--- config.mk ---
export PLATFORM = sky130hd
export DESIGN_NAME = decimal_accumulator_machine_top_flat
export DESIGN_NICKNAME = d
export VERILOG_FILES = /design/src/rtl/core/dam_pkg.sv /design/src/rtl/core/dam_if.sv /design/src/rtl/core/dam_mem.sv /design/src/rtl/core/dam_alu.sv /design/src/rtl/core/decimal_accumulator_machine_top.sv /design/src/flat_wrapper.sv
export SDC_FILE = /design/constraint.sdc
export NUM_CORES = 2
export LEC_CHECK = 0
export ABC_AREA = 1
export BUFFER_PORTS_ARGS = -buffer_cell sky130_fd_sc_hd__buf_2
export CAP_MARGIN = 20
export CORE_MARGIN = 4
export CORE_UTILIZATION = 45
export CTS_BUF_LIST = sky130_fd_sc_hd__clkbuf_16
export DETAILED_ROUTE_END_ITERATION = 8
export SLEW_MARGIN = 25
export SYNTH_ARGS = -nofsm -noshare
export SYNTH_HDL_FRONTEND = slang
export SYNTH_SLANG_ARGS = --single-unit
--- constraint.sdc ---
create_clock -name i_clk -period 7.8 [get_ports i_clk]
set_input_delay 0.39 -clock i_clk [delete_from_list [all_inputs] [get_ports i_clk]]
set_output_delay 0.39 -clock i_clk [all_outputs]
set_load 0.03 [all_outputs]
--- src/rtl/core/dam_pkg.sv ---
// Shared widths, word constants and arithmetic unit types for the decimal accumulator machine.
`default_nettype none

package dam_pkg;

    localparam int MODE_W   = 2;
    localparam int DATA_W   = 16;
    localparam int WORD_W   = 15;
    localparam int MAG_W    = 14;
    localparam int PC_W     = 7;
    localparam int STATUS_W = 4;

    localparam logic signed [WORD_W-1:0] WORD_MAX  = 15'sd9999;
    localparam logic signed [WORD_W-1:0] WORD_MIN  = -15'sd9999;
    localparam logic signed [WORD_W-1:0] WORD_INIT = 15'sd4444;

    typedef enum logic [STATUS_W-1:0] {
        ST_OK         = 4'd0,
        ST_HALTED     = 4'd1,
        ST_TOO_LARGE  = 4'd2,
        ST_BAD_WORD   = 4'd3,
        ST_BAD_INPUT  = 4'd4,
        ST_OVERFLOW   = 4'd5,
        ST_UNDERFLOW  = 4'd6,
        ST_DIV_ZERO   = 4'd7,
        ST_BAD_OPCODE = 4'd8,
        ST_ADDRESS    = 4'd9
    } t_status;

    typedef enum logic [1:0] {
        ALU_ADD,
        ALU_SUB,
        ALU_MUL,
        ALU_DIV
    } t_alu_op;

    typedef struct packed {
        logic                     start;
        t_alu_op                  op;
        logic signed [WORD_W-1:0] a;
        logic signed [WORD_W-1:0] b;
    } t_alu_req;

    typedef struct packed {
        logic                     done;
        logic                     over;
        logic                     under;
        logic signed [WORD_W-1:0] value;
    } t_alu_rsp;

endpackage

`default_nettype wire

--- src/rtl/core/dam_if.sv ---
// Handshake interfaces for the input item channel and the result channel.
`default_nettype none

interface dam_in_if;
    import dam_pkg::*;

    logic                     valid;
    logic                     ready;
    logic [MODE_W-1:0]        mode;
    logic signed [DATA_W-1:0] data_word;

    modport source (output valid, output mode, output data_word, input ready);
    modport sink (input valid, input mode, input data_word, output ready);
endinterface

interface dam_out_if;
    import dam_pkg::*;

    logic                     valid;
    logic                     ready;
    logic [STATUS_W-1:0]      status;
    logic                     out_valid;
    logic signed [WORD_W-1:0] out_word;
    logic signed [WORD_W-1:0] acc_value;
    logic [PC_W-1:0]          pc_value;

    modport source (
        output valid, output status, output out_valid, output out_word,
        output acc_value, output pc_value, input ready
    );
    modport sink (
        input valid, input status, input out_valid, input out_word,
        input acc_value, input pc_value, output ready
    );
endinterface

`default_nettype wire

--- src/rtl/core/dam_mem.sv ---
// Word store with registered read and per-entry valid bits that read as the reset word.
`default_nettype none

module dam_mem #(
    parameter int MEM_WORDS = 100,
    localparam int ADDR_W = $clog2(MEM_WORDS)
) (
    input  wire logic                              i_clk,
    input  wire logic                              i_rst_n,
    input  wire logic                              i_rd_en,
    input  wire logic [ADDR_W-1:0]                 i_rd_addr,
    output logic signed [dam_pkg::WORD_W-1:0]      o_rd_data,
    input  wire logic                              i_wr_en,
    input  wire logic [ADDR_W-1:0]                 i_wr_addr,
    input  wire logic signed [dam_pkg::WORD_W-1:0] i_wr_data
);
    import dam_pkg::*;

    logic signed [WORD_W-1:0] r_mem [MEM_WORDS];
    logic [MEM_WORDS-1:0]     r_valid;
    logic signed [WORD_W-1:0] r_rd_word;
    logic                     r_rd_valid;

    always_ff @(posedge i_clk) begin
        if (i_wr_en) begin
            r_mem[i_wr_addr] <= i_wr_data;
        end
        if (i_rd_en) begin
            r_rd_word <= r_mem[i_rd_addr];
        end
    end

    always_ff @(posedge i_clk) begin
        if (!i_rst_n) begin
            r_valid    <= '0;
            r_rd_valid <= 1'b0;
        end else begin
            if (i_wr_en) begin
                r_valid[i_wr_addr] <= 1'b1;
            end
            if (i_rd_en) begin
                r_rd_valid <= r_valid[i_rd_addr];
            end
        end
    end

    assign o_rd_data = r_rd_valid ? r_rd_word : WORD_INIT;

endmodule

`default_nettype wire

--- src/rtl/core/dam_alu.sv ---
// Shared arithmetic unit: add and subtract computed directly on request, bit-serial multiply and divide.
`default_nettype none

module dam_alu (
    input  wire logic              i_clk,
    input  wire logic              i_rst_n,
    input  wire dam_pkg::t_alu_req i_req,
    output dam_pkg::t_alu_rsp      o_rsp
);
    import dam_pkg::*;

    localparam int PROD_W = 2 * MAG_W;
    localparam int CNT_W  = $clog2(MAG_W);
    localparam logic [PROD_W-1:0]      MAG_MAX = PROD_W'(WORD_MAX);
    localparam logic signed [WORD_W:0] SUM_MAX = (WORD_W+1)'(WORD_MAX);
    localparam logic signed [WORD_W:0] SUM_MIN = (WORD_W+1)'(WORD_MIN);

    typedef enum logic [1:0] {
        A_IDLE,
        A_MUL,
        A_DIV,
        A_FIN
    } t_state;

    t_state                   r_state;
    logic [CNT_W-1:0]         r_cnt;
    logic                     r_neg;
    logic                     r_is_div;
    logic [MAG_W-1:0]         r_mb;
    logic [MAG_W-1:0]         r_aux;
    logic [MAG_W-1:0]         r_rem;
    logic [PROD_W-1:0]        r_prod;
    logic [PROD_W-1:0]        r_mcand;
    logic                     r_done;
    logic                     r_over;
    logic                     r_under;
    logic signed [WORD_W-1:0] r_value;

    logic [WORD_W-1:0]        a_abs;
    logic [WORD_W-1:0]        b_abs;
    logic signed [WORD_W:0]   sum;
    logic [PROD_W-1:0]        mul_sum;
    logic [MAG_W:0]           rem_sh;
    logic                     rem_ge;
    logic [MAG_W-1:0]         rem_next;
    logic [PROD_W-1:0]        fin_mag;
    logic [WORD_W-1:0]        fin_abs;

    assign a_abs = i_req.a[WORD_W-1] ? WORD_W'(-i_req.a) : WORD_W'(i_req.a);
    assign b_abs = i_req.b[WORD_W-1] ? WORD_W'(-i_req.b) : WORD_W'(i_req.b);
    assign sum = (i_req.op == ALU_SUB) ?
                 (WORD_W+1)'(i_req.a) - (WORD_W+1)'(i_req.b) :
                 (WORD_W+1)'(i_req.a) + (WORD_W+1)'(i_req.b);

    assign mul_sum  = r_aux[0] ? r_prod + r_mcand : r_prod;
    assign rem_sh   = {r_rem, r_aux[MAG_W-1]};
    assign rem_ge   = rem_sh >= {1'b0, r_mb};
    assign rem_next = rem_ge ? MAG_W'(rem_sh - {1'b0, r_mb}) : rem_sh[MAG_W-1:0];
    assign fin_mag  = r_is_div ? PROD_W'(r_aux) : r_prod;
    assign fin_abs  = fin_mag[WORD_W-1:0];

    always_ff @(posedge i_clk) begin
        if (!i_rst_n) begin
            r_state <= A_IDLE;
            r_done  <= 1'b0;
        end else begin
            r_done <= 1'b0;
            case (r_state)
                A_IDLE: begin
                    if (i_req.start) begin
                        r_neg   <= i_req.a[WORD_W-1] ^ i_req.b[WORD_W-1];
                        r_cnt   <= CNT_W'(MAG_W - 1);
                        r_mb    <= b_abs[MAG_W-1:0];
                        r_rem   <= '0;
                        r_prod  <= '0;
                        r_mcand <= PROD_W'(a_abs[MAG_W-1:0]);
                        case (i_req.op)
                            ALU_MUL: begin
                                r_aux    <= b_abs[MAG_W-1:0];
                                r_is_div <= 1'b0;
                                r_state  <= A_MUL;
                            end
                            ALU_DIV: begin
                                r_aux    <= a_abs[MAG_W-1:0];
                                r_is_div <= 1'b1;
                                r_state  <= A_DIV;
                            end
                            default: begin
                                r_done  <= 1'b1;
                                r_over  <= sum > SUM_MAX;
                                r_under <= sum < SUM_MIN;
                                r_value <= WORD_W'(sum);
                            end
                        endcase
                    end
                end
                A_MUL: begin
                    r_prod  <= mul_sum;
                    r_mcand <= r_mcand << 1;
                    r_aux   <= r_aux >> 1;
                    if (r_cnt == '0) begin
                        r_state <= A_FIN;
                    end else begin
                        r_cnt <= r_cnt - CNT_W'(1);
                    end
                end
                A_DIV: begin
                    r_rem <= rem_next;
                    r_aux <= {r_aux[MAG_W-2:0], rem_ge};
                    if (r_cnt == '0) begin
                        r_state <= A_FIN;
                    end else begin
                        r_cnt <= r_cnt - CNT_W'(1);
                    end
                end
                A_FIN: begin
                    r_done  <= 1'b1;
                    r_over  <= !r_neg && (fin_mag > MAG_MAX);
                    r_under <= r_neg && (fin_mag > MAG_MAX);
                    r_value <= r_neg ? $signed(WORD_W'(-fin_abs)) : $signed(fin_abs);
                    r_state <= A_IDLE;
                end
                default: begin
                    r_state <= A_IDLE;
                end
            endcase
        end
    end

    assign o_rsp.done  = r_done;
    assign o_rsp.over  = r_over;
    assign o_rsp.under = r_under;
    assign o_rsp.value = r_value;

`ifndef SYNTH
    a_done_pulse: assert property (@(posedge i_clk) disable iff (!i_rst_n)
        r_done |=> !r_done)
        else $error("Arithmetic done held for more than one cycle.");

    a_flags_exclusive: assert property (@(posedge i_clk) disable iff (!i_rst_n)
        r_done |-> !(r_over && r_under))
        else $error("Overflow and underflow flagged together.");

    a_value_in_range: assert property (@(posedge i_clk) disable iff (!i_rst_n)
        (r_done && !r_over && !r_under) |-> (r_value <= WORD_MAX && r_value >= WORD_MIN))
        else $error("Accepted arithmetic result lies outside the word range.");
`endif

endmodule

`default_nettype wire

--- src/rtl/core/decimal_accumulator_machine_top.sv ---
// Top level of the decimal accumulator machine: instruction sequencer, word store and arithmetic unit.
`default_nettype none

// Each input transaction is one load, start or step command, and each yields exactly one result
// transaction. The block takes one command at a time: ready is high only while the sequencer
// is idle, and a finished result waits in an output register so the next command can be taken
// before it is read. A load, a start, or any command on a stopped machine passes only through
// dispatch and response; a step adds fetch and decode, through the word store's registered read
// port, for read, store, branch and halt, an operand read for write and load, and for add and
// subtract, multiply and divide also a wait on the shared arithmetic unit, where multiply and
// divide run 14 shift-add or restore-subtract iterations. The word store keeps a valid bit per
// entry, so it reads as 4444 right after reset with no clearing pass.
module decimal_accumulator_machine_top #(
    parameter int MEM_WORDS = 100
) (
    input wire logic  i_clk,
    input wire logic  i_rst_n,
    dam_in_if.sink    i_in,
    dam_out_if.source o_out
);
    import dam_pkg::*;

    localparam int ADDR_W   = $clog2(MEM_WORDS);
    localparam int RECIP_W  = 13;
    localparam int RECIP_SH = 19;
    localparam int QPROD_W  = MAG_W + RECIP_W;
    localparam logic [QPROD_W-1:0] RECIP = QPROD_W'(5243);
    localparam logic [PC_W-1:0]    RADIX = PC_W'(100);
    localparam logic [PC_W-1:0]    PC_END = PC_W'(MEM_WORDS);
    localparam logic signed [DATA_W-1:0] DATA_MAX = DATA_W'(WORD_MAX);
    localparam logic signed [DATA_W-1:0] DATA_MIN = DATA_W'(WORD_MIN);

    localparam logic [MODE_W-1:0] MODE_LOAD  = MODE_W'(0);
    localparam logic [MODE_W-1:0] MODE_START = MODE_W'(1);
    localparam logic [MODE_W-1:0] MODE_STEP  = MODE_W'(2);

    localparam logic [PC_W-1:0] OP_READ       = PC_W'(10);
    localparam logic [PC_W-1:0] OP_WRITE      = PC_W'(11);
    localparam logic [PC_W-1:0] OP_LOAD       = PC_W'(20);
    localparam logic [PC_W-1:0] OP_STORE      = PC_W'(21);
    localparam logic [PC_W-1:0] OP_ADD        = PC_W'(30);
    localparam logic [PC_W-1:0] OP_SUBTRACT   = PC_W'(31);
    localparam logic [PC_W-1:0] OP_DIVIDE     = PC_W'(32);
    localparam logic [PC_W-1:0] OP_MULTIPLY   = PC_W'(33);
    localparam logic [PC_W-1:0] OP_BRANCH     = PC_W'(40);
    localparam logic [PC_W-1:0] OP_BRANCHNEG  = PC_W'(41);
    localparam logic [PC_W-1:0] OP_BRANCHZERO = PC_W'(42);
    localparam logic [PC_W-1:0] OP_HALT       = PC_W'(43);

    typedef enum logic [2:0] {
        S_IDLE,
        S_DISPATCH,
        S_FETCH,
        S_DECODE,
        S_OPER,
        S_WAIT,
        S_RESP
    } t_state;

    t_state                   r_state, n_state;
    logic [MODE_W-1:0]        r_mode, n_mode;
    logic signed [DATA_W-1:0] r_data, n_data;
    logic signed [WORD_W-1:0] r_acc, n_acc;
    logic [PC_W-1:0]          r_pc, n_pc;
    t_status                  r_stop, n_stop;
    logic [PC_W-1:0]          r_op, n_op;
    logic                     r_neg, n_neg;
    logic [MAG_W-1:0]         r_mag, n_mag;
    t_status                  r_res_status, n_res_status;
    logic                     r_res_valid, n_res_valid;
    logic signed [WORD_W-1:0] r_res_word, n_res_word;
    logic                     r_out_vld, n_out_vld;
    t_status                  r_o_status, n_o_status;
    logic                     r_o_valid, n_o_valid;
    logic signed [WORD_W-1:0] r_o_word, n_o_word;
    logic signed [WORD_W-1:0] r_o_acc, n_o_acc;
    logic [PC_W-1:0]          r_o_pc, n_o_pc;

    logic                     mem_rd_en;
    logic [ADDR_W-1:0]        mem_rd_addr;
    logic signed [WORD_W-1:0] mem_rd_data;
    logic                     mem_wr_en;
    logic [ADDR_W-1:0]        mem_wr_addr;
    logic signed [WORD_W-1:0] mem_wr_data;
    t_alu_req                 alu_req;
    t_alu_rsp                 alu_rsp;

    logic                     do_stop;
    t_status                  stop_code;
    logic                     data_ok;
    logic signed [WORD_W-1:0] data_word;
    logic [PC_W-1:0]          pc_inc;
    logic                     fetch_neg;
    logic [WORD_W-1:0]        fetch_abs;
    logic [QPROD_W-1:0]       fetch_prod;
    logic [MAG_W-1:0]         dec_rem;
    logic [PC_W-1:0]          dec_addr;

    dam_mem #(
        .MEM_WORDS (MEM_WORDS)
    ) u_mem (
        .i_clk     (i_clk),
        .i_rst_n   (i_rst_n),
        .i_rd_en   (mem_rd_en),
        .i_rd_addr (mem_rd_addr),
        .o_rd_data (mem_rd_data),
        .i_wr_en   (mem_wr_en),
        .i_wr_addr (mem_wr_addr),
        .i_wr_data (mem_wr_data)
    );

    dam_alu u_alu (
        .i_clk   (i_clk),
        .i_rst_n (i_rst_n),
        .i_req   (alu_req),
        .o_rsp   (alu_rsp)
    );

    assign data_ok    = (r_data >= DATA_MIN) && (r_data <= DATA_MAX);
    assign data_word  = $signed(r_data[WORD_W-1:0]);
    assign pc_inc     = r_pc + PC_W'(1);
    assign fetch_neg  = mem_rd_data[WORD_W-1];
    assign fetch_abs  = fetch_neg ? WORD_W'(-mem_rd_data) : WORD_W'(mem_rd_data);
    assign fetch_prod = QPROD_W'(fetch_abs[MAG_W-1:0]) * RECIP;
    assign dec_rem    = r_mag - MAG_W'(r_op) * MAG_W'(RADIX);
    assign dec_addr   = dec_rem[PC_W-1:0];

    always_comb begin
        n_state      = r_state;
        n_mode       = r_mode;
        n_data       = r_data;
        n_acc        = r_acc;
        n_pc         = r_pc;
        n_stop       = r_stop;
        n_op         = r_op;
        n_neg        = r_neg;
        n_mag        = r_mag;
        n_res_status = r_res_status;
        n_res_valid  = r_res_valid;
        n_res_word   = r_res_word;
        n_out_vld    = r_out_vld && !o_out.ready;
        n_o_status   = r_o_status;
        n_o_valid    = r_o_valid;
        n_o_word     = r_o_word;
        n_o_acc      = r_o_acc;
        n_o_pc       = r_o_pc;
        mem_rd_en    = 1'b0;
        mem_rd_addr  = r_pc[ADDR_W-1:0];
        mem_wr_en    = 1'b0;
        mem_wr_addr  = r_pc[ADDR_W-1:0];
        mem_wr_data  = r_acc;
        alu_req.start = 1'b0;
        alu_req.op    = ALU_ADD;
        alu_req.a     = r_acc;
        alu_req.b     = mem_rd_data;
        do_stop      = 1'b0;
        stop_code    = ST_OK;

        case (r_state)
            S_IDLE: begin
                if (i_in.valid) begin
                    n_mode       = i_in.mode;
                    n_data       = i_in.data_word;
                    n_res_status = ST_OK;
                    n_res_valid  = 1'b0;
                    n_res_word   = '0;
                    n_state      = S_DISPATCH;
                end
            end
            S_DISPATCH: begin
                n_state      = S_RESP;
                n_res_status = r_stop;
                case (r_mode)
                    MODE_START: begin
                        n_pc = '0;
                        if (!(r_stop inside {ST_TOO_LARGE, ST_BAD_WORD})) begin
                            n_stop       = ST_OK;
                            n_res_status = ST_OK;
                        end
                    end
                    MODE_LOAD: begin
                        if (r_stop == ST_OK) begin
                            if (r_pc >= PC_END) begin
                                do_stop   = 1'b1;
                                stop_code = ST_TOO_LARGE;
                            end else if (!data_ok) begin
                                do_stop   = 1'b1;
                                stop_code = ST_BAD_WORD;
                            end else begin
                                mem_wr_en   = 1'b1;
                                mem_wr_data = data_word;
                                n_pc        = pc_inc;
                            end
                        end
                    end
                    MODE_STEP: begin
                        if (r_stop == ST_OK) begin
                            if (r_pc >= PC_END) begin
                                do_stop   = 1'b1;
                                stop_code = ST_ADDRESS;
                            end else begin
                                mem_rd_en = 1'b1;
                                n_state   = S_FETCH;
                            end
                        end
                    end
                    default: begin
                        n_res_status = r_stop;
                    end
                endcase
            end
            S_FETCH: begin
                n_neg   = fetch_neg;
                n_mag   = fetch_abs[MAG_W-1:0];
                n_op    = fetch_prod[RECIP_SH +: PC_W];
                n_state = S_DECODE;
            end
            S_DECODE: begin
                n_state = S_RESP;
                if (r_neg) begin
                    do_stop   = 1'b1;
                    stop_code = ST_BAD_OPCODE;
                end else if (r_op == OP_HALT) begin
                    do_stop   = 1'b1;
                    stop_code = ST_HALTED;
                end else if (!(r_op inside {OP_READ, OP_WRITE, OP_LOAD, OP_STORE, OP_ADD,
                                            OP_SUBTRACT, OP_DIVIDE, OP_MULTIPLY, OP_BRANCH,
                                            OP_BRANCHNEG, OP_BRANCHZERO})) begin
                    do_stop   = 1'b1;
                    stop_code = ST_BAD_OPCODE;
                end else if (dec_addr >= PC_END) begin
                    do_stop   = 1'b1;
                    stop_code = ST_ADDRESS;
                end else begin
                    case (r_op)
                        OP_READ: begin
                            if (!data_ok) begin
                                do_stop   = 1'b1;
                                stop_code = ST_BAD_INPUT;
                            end else begin
                                mem_wr_en   = 1'b1;
                                mem_wr_addr = dec_addr[ADDR_W-1:0];
                                mem_wr_data = data_word;
                                n_res_valid = 1'b1;
                                n_res_word  = data_word;
                                n_pc        = pc_inc;
                            end
                        end
                        OP_STORE: begin
                            mem_wr_en   = 1'b1;
                            mem_wr_addr = dec_addr[ADDR_W-1:0];
                            mem_wr_data = r_acc;
                            n_pc        = pc_inc;
                        end
                        OP_BRANCH: begin
                            n_pc = dec_addr;
                        end
                        OP_BRANCHNEG: begin
                            n_pc = r_acc[WORD_W-1] ? dec_addr : pc_inc;
                        end
                        OP_BRANCHZERO: begin
                            n_pc = (r_acc == '0) ? dec_addr : pc_inc;
                        end
                        default: begin
                            mem_rd_en   = 1'b1;
                            mem_rd_addr = dec_addr[ADDR_W-1:0];
                            n_state     = S_OPER;
                        end
                    endcase
                end
            end
            S_OPER: begin
                n_state = S_RESP;
                case (r_op)
                    OP_WRITE: begin
                        n_res_valid = 1'b1;
                        n_res_word  = mem_rd_data;
                        n_pc        = pc_inc;
                    end
                    OP_LOAD: begin
                        n_acc = mem_rd_data;
                        n_pc  = pc_inc;
                    end
                    OP_ADD: begin
                        alu_req.start = 1'b1;
                        alu_req.op    = ALU_ADD;
                        n_state       = S_WAIT;
                    end
                    OP_SUBTRACT: begin
                        alu_req.start = 1'b1;
                        alu_req.op    = ALU_SUB;
                        n_state       = S_WAIT;
                    end
                    OP_MULTIPLY: begin
                        alu_req.start = 1'b1;
                        alu_req.op    = ALU_MUL;
                        n_state       = S_WAIT;
                    end
                    OP_DIVIDE: begin
                        if (mem_rd_data == '0) begin
                            do_stop   = 1'b1;
                            stop_code = ST_DIV_ZERO;
                        end else begin
                            alu_req.start = 1'b1;
                            alu_req.op    = ALU_DIV;
                            n_state       = S_WAIT;
                        end
                    end
                    default: begin
                        do_stop   = 1'b1;
                        stop_code = ST_BAD_OPCODE;
                    end
                endcase
            end
            S_WAIT: begin
                if (alu_rsp.done) begin
                    n_state = S_RESP;
                    if (alu_rsp.over) begin
                        do_stop   = 1'b1;
                        stop_code = ST_OVERFLOW;
                    end else if (alu_rsp.under) begin
                        do_stop   = 1'b1;
                        stop_code = ST_UNDERFLOW;
                    end else begin
                        n_acc = alu_rsp.value;
                        n_pc  = pc_inc;
                    end
                end
            end
            S_RESP: begin
                if (!r_out_vld || o_out.ready) begin
                    n_out_vld  = 1'b1;
                    n_o_status = r_res_status;
                    n_o_valid  = r_res_valid;
                    n_o_word   = r_res_word;
                    n_o_acc    = r_acc;
                    n_o_pc     = r_pc;
                    n_state    = S_IDLE;
                end
            end
            default: begin
                n_state = S_IDLE;
            end
        endcase

        if (do_stop) begin
            n_stop       = stop_code;
            n_res_status = stop_code;
            n_state      = S_RESP;
        end
    end

    always_ff @(posedge i_clk) begin
        if (!i_rst_n) begin
            r_state   <= S_IDLE;
            r_acc     <= '0;
            r_pc      <= '0;
            r_stop    <= ST_OK;
            r_out_vld <= 1'b0;
        end else begin
            r_state   <= n_state;
            r_acc     <= n_acc;
            r_pc      <= n_pc;
            r_stop    <= n_stop;
            r_out_vld <= n_out_vld;
        end
        r_mode       <= n_mode;
        r_data       <= n_data;
        r_op         <= n_op;
        r_neg        <= n_neg;
        r_mag        <= n_mag;
        r_res_status <= n_res_status;
        r_res_valid  <= n_res_valid;
        r_res_word   <= n_res_word;
        r_o_status   <= n_o_status;
        r_o_valid    <= n_o_valid;
        r_o_word     <= n_o_word;
        r_o_acc      <= n_o_acc;
        r_o_pc       <= n_o_pc;
    end

    assign i_in.ready      = (r_state == S_IDLE);
    assign o_out.valid     = r_out_vld;
    assign o_out.status    = r_o_status;
    assign o_out.out_valid = r_o_valid;
    assign o_out.out_word  = r_o_word;
    assign o_out.acc_value = r_o_acc;
    assign o_out.pc_value  = r_o_pc;

`ifndef SYNTH
    a_write_states: assert property (@(posedge i_clk) disable iff (!i_rst_n)
        mem_wr_en |-> (r_state == S_DISPATCH || r_state == S_DECODE))
        else $error("Word store written outside dispatch or decode.");

    a_pc_bound: assert property (@(posedge i_clk) disable iff (!i_rst_n)
        r_pc <= PC_END)
        else $error("Instruction counter ran past the end of the store.");

    a_acc_range: assert property (@(posedge i_clk) disable iff (!i_rst_n)
        (r_acc <= WORD_MAX) && (r_acc >= WORD_MIN))
        else $error("Accumulator left the word range.");

    a_alu_done_wait: assert property (@(posedge i_clk) disable iff (!i_rst_n)
        alu_rsp.done |-> (r_state == S_WAIT))
        else $error("Arithmetic result arrived while the sequencer was not waiting.");
`endif

endmodule

`default_nettype wire
--- src/flat_wrapper.sv ---
// flat-port wrapper written by rule: the top's interface ports become plain ports
module decimal_accumulator_machine_top_flat import dam_pkg::*;
#(
    parameter int MEM_WORDS = 100
)
  (i_clk, i_rst_n, i_in_valid, i_in_mode, i_in_data_word, i_in_ready, o_out_valid, o_out_status, o_out_out_valid, o_out_out_word, o_out_acc_value, o_out_pc_value, o_out_ready);
  dam_in_if i_in_i ();
  dam_out_if o_out_i ();
  input wire logic i_clk;
  input wire logic i_rst_n;
  input wire logic [$bits(i_in_i.valid)-1:0] i_in_valid;
  input wire logic [$bits(i_in_i.mode)-1:0] i_in_mode;
  input wire logic [$bits(i_in_i.data_word)-1:0] i_in_data_word;
  output wire logic [$bits(i_in_i.ready)-1:0] i_in_ready;
  output wire logic [$bits(o_out_i.valid)-1:0] o_out_valid;
  output wire logic [$bits(o_out_i.status)-1:0] o_out_status;
  output wire logic [$bits(o_out_i.out_valid)-1:0] o_out_out_valid;
  output wire logic [$bits(o_out_i.out_word)-1:0] o_out_out_word;
  output wire logic [$bits(o_out_i.acc_value)-1:0] o_out_acc_value;
  output wire logic [$bits(o_out_i.pc_value)-1:0] o_out_pc_value;
  input wire logic [$bits(o_out_i.ready)-1:0] o_out_ready;
  assign i_in_i.valid = i_in_valid;
  assign i_in_i.mode = i_in_mode;
  assign i_in_i.data_word = i_in_data_word;
  assign i_in_ready = i_in_i.ready;
  assign o_out_valid = o_out_i.valid;
  assign o_out_status = o_out_i.status;
  assign o_out_out_valid = o_out_i.out_valid;
  assign o_out_out_word = o_out_i.out_word;
  assign o_out_acc_value = o_out_i.acc_value;
  assign o_out_pc_value = o_out_i.pc_value;
  assign o_out_i.ready = o_out_ready;
  decimal_accumulator_machine_top #(.MEM_WORDS(MEM_WORDS)) u_core (.i_clk(i_clk), .i_rst_n(i_rst_n), .i_in(i_in_i), .o_out(o_out_i));
endmodule
# Word level (Yosys, flattened, before mapping)
# Memory sizes are Yosys's and may differ from the RTL's. A register that Yosys moved wholly into a read port is not among the register bits.
# Index checks and enable logic that the tools add are counted.
[totals]
ff_bits = 350
mem_bits_rw = 1500
input_bits = 22
output_inout_bits = 44
word_cells = 355
n_memories = 1
[classes]
n_addsub = 10
n_mul = 2
n_lt_le_gt_ge = 11
eq_ne = 55
muxes = 186
n_bitwise = 3
reduce_logical = 53
[memory_table]
columns = ["name", "words", "width", "rd", "rd_clocked_by_memory_dff", "write_ports", "line", "text"]
rows = [
  ["u_core.u_mem.r_mem", 100, 15, 1, 1, 1, "dam_mem.sv:19", "logic signed [WORD_W-1:0] r_mem [MEM_WORDS];"],
]
[op_table]
columns = ["cell", "n"]
rows = [
  ["$mux 15", 25],
  ["$mux 7", 25],
  ["$mux 28", 4],
  ["$pmux 28 s2", 2],
  ["$or 100x100->100", 1],
  ["$pmux 15 s2", 3],
  ["$mux 4", 19],
  ["$mux 14", 5],
  ["$pmux 14 s2", 2],
  ["$mux 1", 50],
  ["$mux 3", 16],
  ["$pmux 15 s3", 1],
  ["$eq 7x6->1 const B", 6],
  ["$pmux 14 s3", 1],
  ["$pmux 7 s5", 1],
  ["$pmux 4 s2", 4],
  ["$logic_not 15->1", 2],
  ["$add 28x28->28", 1],
  ["$eq 7x5->1 const B", 4],
  ["$gt 28x14->1 const B", 1],
  ["$neg 14->14", 2],
  ["$pmux 7 s2", 2],
  ["$pmux 7 s4", 1],
  ["$mul 14x13->26 const B", 1],
  ["other kinds (63)", 141],
]

# Logic depth before layout (Yosys ltp)
[depth]
ltp_word = 14
mapped_depth = 38
depth_no_buf = 38

# Cells and area by module
# From an unflattened synthesis, not the netlist that was laid out.
[unflattened]
cells_unflattened = 7807
area_unflattened_um2 = 84987.8
[by_module_without_submodules]
columns = ["mod", "n_inst", "cells_each", "area_each_um2"]
rows = [
  ["dam_mem", 1, 5157, 64106.5],
  ["decimal_accumulator_machine_top", 1, 1351, 11036.8],
  ["dam_alu", 1, 1299, 9844.4],
]

# Least setup slack after synthesis
# No wires, ideal clock.
[synth_timing]
path_type = "register -> register"
start = "reg u_core.u_mem.r_rd_valid"
end = "reg u_core.r_op[5], data pin"
setup_ns = 0.262
arrival_ns = 5.972
t_required_ns = 7.538
slack_ns = 1.566
stages_incl_launch_ff = 33
path_buffers = 0
synth_period_minus_slack_ns = 6.234
path_cell_list = "dfxtp_1 inv_1 nor2_2 inv_1 nor3_1 nand3b_1 nor2_1 nand2_1 nor3_1 nand2_1 xor2_1 inv_1 a21oi_1 fa_1 inv_1 ha_1 inv_1 fa_1 fa_1 fa_1 inv_1 ha_1 nand2_1 o21ai_0 a21oi_1 nand2_1 nand2_1 inv_1 nor2_1 o21ai_0 a21oi_1 o21bai_1 xor2_1"
[synth_between]
elab_chain_len = 4
[synth_lines]
columns = ["element", "line", "text"]
rows = [
  ["start: declaration", "dam_mem.sv:22", "logic r_rd_valid;"],
  ["start signal: assignment", "dam_mem.sv:42", "r_rd_valid <= r_valid[i_rd_addr];"],
  ["$mux 15 *", "dam_mem.sv:47", "assign o_rd_data = r_rd_valid ? r_rd_word : WORD_INIT;"],
  ["$neg 14->14", "decimal_accumulator_machine_top.sv:123", "assign fetch_abs = fetch_neg ? WORD_W'(-mem_rd_data) : WORD_W'(mem_rd_data);"],
  ["$mux 14 *", "decimal_accumulator_machine_top.sv:123", ""],
  ["named net u_core.fetch_abs[13]", "decimal_accumulator_machine_top.sv:94", "logic [WORD_W-1:0] fetch_abs;"],
  ["$mul 14x13->26 *", "decimal_accumulator_machine_top.sv:124", "assign fetch_prod = QPROD_W'(fetch_abs[MAG_W-1:0]) * RECIP;"],
  ["named net u_core.fetch_prod[24]", "decimal_accumulator_machine_top.sv:95", "logic [QPROD_W-1:0] fetch_prod;"],
  ["end signal: assignment", "decimal_accumulator_machine_top.sv:369", "r_op <= n_op;"],
  ["end: declaration", "decimal_accumulator_machine_top.sv:66", "logic [PC_W-1:0] r_op, n_op;"],
]
# Mark *: on every way through the listed nets, which the timed path passes. The rest lies on a longest branch.
# A chain may end at the register's enable or synchronous reset.

# Worst setup path after layout
# Ends and elaborated chain as after synthesis.

==> summary.txt <==
Status - complete, no violations
Via count - 57945
RSZ-0062 raised after global routing - no
HP Class - input port to register
Synth top area share - 62.3%
CORE AREA - 184000 um^2
Int Power - 0.0192 W
I/O pins - 66
Hpwl dp - 146000 um
DRC - 0
Layout cells sized above 1 - 6.89%
Seq cells post-synth - 1865
CTS sink cnt - 1865
Sw power - 0.0108 W
Final setup viols - 0
Yosys Warn Count - 0
Post-synthesis area per instance - 11.0 um^2
Critical path type - register to register
CTS tree - yes
Area Overhead vs Synth - 11.3%
Crit path capture type - register
Slew at the pin with the worst max-slew slack - 1.05 ns
Initial detailed-routing violation count - 6509
Core Util, Final - 50.5%
Final WL - 239000 um
Most frequent CP cell - inv_1
Hold path startpoint - i_rst_n
Switching Share - 36.0%
Sequential share of power - 39.5%
First-pass GRT wire length - 356000 um
Peak Freq - 0.140 GHz
PortBufs - 65
Ys flop type - edfxtp_1
Post-synth ARST share - 0%
LEAKAGE - 34.2 nW
Routed len/inst - 23.5 um
Setup Skew - 0.0678 ns
# Post-CTS Setup Buffers - 0
WP data required - 8.38 ns
Largest net degree at the start of global routing - 127
Clock slew at reported path FFs - 0.06 ns
Yosys top cell by area - edfxtp_1
Cells after synthesis - 7584
Comb power frac - 31.1%
MaxCap Viol Count - 0
Initial antenna violation count - 3
Crit path time final - 7.13 ns
Grt ovf - 0
Total power - 0.0299 W
Die Wd - 439 um
DR vias/cell - 5.68
Rows - 157
Final Hold Viols - 0
CTS buffer count - 192
Slowest cell delay on critical path - 0.55 ns
Initial core utilization - 45.4%
Clk root buf - clkbuf_16
DRT Pass-1 Iters - 6
PwrDens - 322 nW/um^2
Chip Height - 439 um
Syn Nets - 7838
Number of flops mapped to enable cells by yosys - 1731
Clock Power Share - 29.4%
Longest Clk Path Bufs - 3
Tcrit/Tclk final - 91.4%
Worst-path maximum fanout - 10
Vias in the first global route - 55031
GRT Total Usage - 24.4%
Maximum vdd drop - 0.000203 V
Post-synthesis cell type count - 61
Slew Limit Fails - 0
Worst setup startpoint - u_core.u_mem.r_rd_valid
Max-slew headroom - 29.6%
Remaining antenna violation count - 0
Net count, final - 7827
Critical R2R Launch - u_core.u_mem.r_rd_valid
Max stage delay cell, worst path - fa_1
Most frequent cells in the layout - edfxtp_1, nand2_1, inv_1
Setup TNS - 0 ns
H-tree depth - 4
Syn Std Cell Area - 83500 um^2
Critical path arrival - 7.71 ns
Routability cong. - 0.921
Worst setup SP type - register
Die ar. - 193000 um^2
Commonest non-fill, non-tap cell in the layout - edfxtp_1
Register area share after synthesis - 65.5%
Largest cells by area after synthesis - edfxtp_1, nand2_1, o21ai_0
Clk_lat worst skew - 0.86 ns
state kept, by name (all words and copies together) (netlist names), 16 cells and up:
register / count
u_core.u_mem.r_mem: 1500
u_core.u_mem.r_valid: 100
u_core.u_alu.r_mcand: 28
u_core.u_alu.r_prod: 28
u_core.r_data: 16
power groups by stage:
stage	clock, W	sequential [W]	combinational (W)
after floorplan	0	0.0120	0.00595
after global placement	0	0.0120	0.00919
after global routing	0.00937	0.0118	0.0104
after detailed placement	0	0.0120	0.00923
after CTS	0.00894	0.0118	0.00931
final	0.00881	0.0118	0.00930
per-layer routing:
metal,wire length (um),vias to the layer above,GRT usage [%]
li1,-,26609,-
met5,0,-,0
met4,6830,0,7.07
met2,109000,2331,37.9
met1,105000,28631,35.7
met3,18600,374,3.82
stage by stage:
| stage | setup slack [ns] | area [um^2] | instances | hold slack [ns] |
|---|---|---|---|---|
| after floorplan | 1.57 | 83500 | 7584 | 0.400 |
| after CTS | 0.557 | 92900 | 10203 | 0.0262 |
| after global routing | 0.0158 | 92900 | 10203 | 0.0827 |
| after global placement | 0.524 | 86600 | 9824 | 0.403 |
| after detailed placement | 0.540 | 86600 | 9824 | 0.407 |
| final | 0.671 | 92900 | 10205 | 0.129 |
area by class of cell:
cell class / count / area (um^2)
Multi-Input combinational cell: 4547 / 24500
Tap cell: 2464 / 3080
Clock inverter: 168 / 1260
Fill cell: 16295 / 91000
Inverter: 766 / 2880
Clock buffer: 192 / 4800
Timing Repair Buffer: 201 / 1710
Antenna cell: 2 / 5.00
Sequential cell: 1865 / 54700
critical path: cells and delay by family, from the launching register on:
family	cells	cell delay (ns)
AO/OA/AOI/OAI	7	1.26
flip-flops	1	0.30
AND/OR/NAND/NOR	10	1.39
buffers and inverters	9	0.94
adder cells (fa/ha/maj)	7	2.66
XOR/XNOR	2	0.38
kinds of logic (layout without fill, tap and decap cells):
family,after synthesis,count (layout),synth area share (%)
xor gates and xnor gates,78,78,0.818
and+or+nand+nor,2552,2552,12.7
muxes,3,3,0.0360
buffers and inverters,1172,1327,5.65
AOI/OAI and AO/OA,1682,1682,11.3
adders and majority gates,232,232,4.04
DFF,1865,1865,65.5
other,0,2,0
timing repair:
item,in CTS,in global routing
gates resized for setup,0,1
endpoints found under the hold margin,20,0
hold buffers,19,0
endpoints found under the setup margin,0,2
synth_stat cells (all sizes together) (2+ instances only):
cell type / count
edfxtp: 1731
nand2: 1343
o21ai: 889
inv: 763
nand3: 573
nor2: 553
a21oi: 345
clkbuf: 204
buf: 202
o211ai: 182
ha: 169
dfxtp: 134
o22ai: 122
fa: 63
xor2: 62
o21bai: 51
nor3: 37
nand4: 22
a31oi: 19
o21a: 17
xnor2: 16
nor4: 13
o221ai: 9
o2bb2ai: 9
a211oi: 8
a41oi: 7
o2111ai: 5
or2: 5
a21boi: 4
a221oi: 4
clkinv: 3
mux2i: 3
o31ai: 3
and3: 2
o41ai: 2
final timing paths:
| check | cells past startpoint | slack [ns] | endpoint |
|---|---|---|---|
| worst max-delay path | 35 | 0.67 | u_core.r_op[5] |
| worst min-delay path | 3 | 0.13 | u_core.r_acc[5] |
| worst min register to register | 0 | 0.38 | u_core.o_out.out_word[4] |
| worst max register to register | 35 | 0.67 | u_core.r_op[5] |
Power figures use the tool's default switching activity.
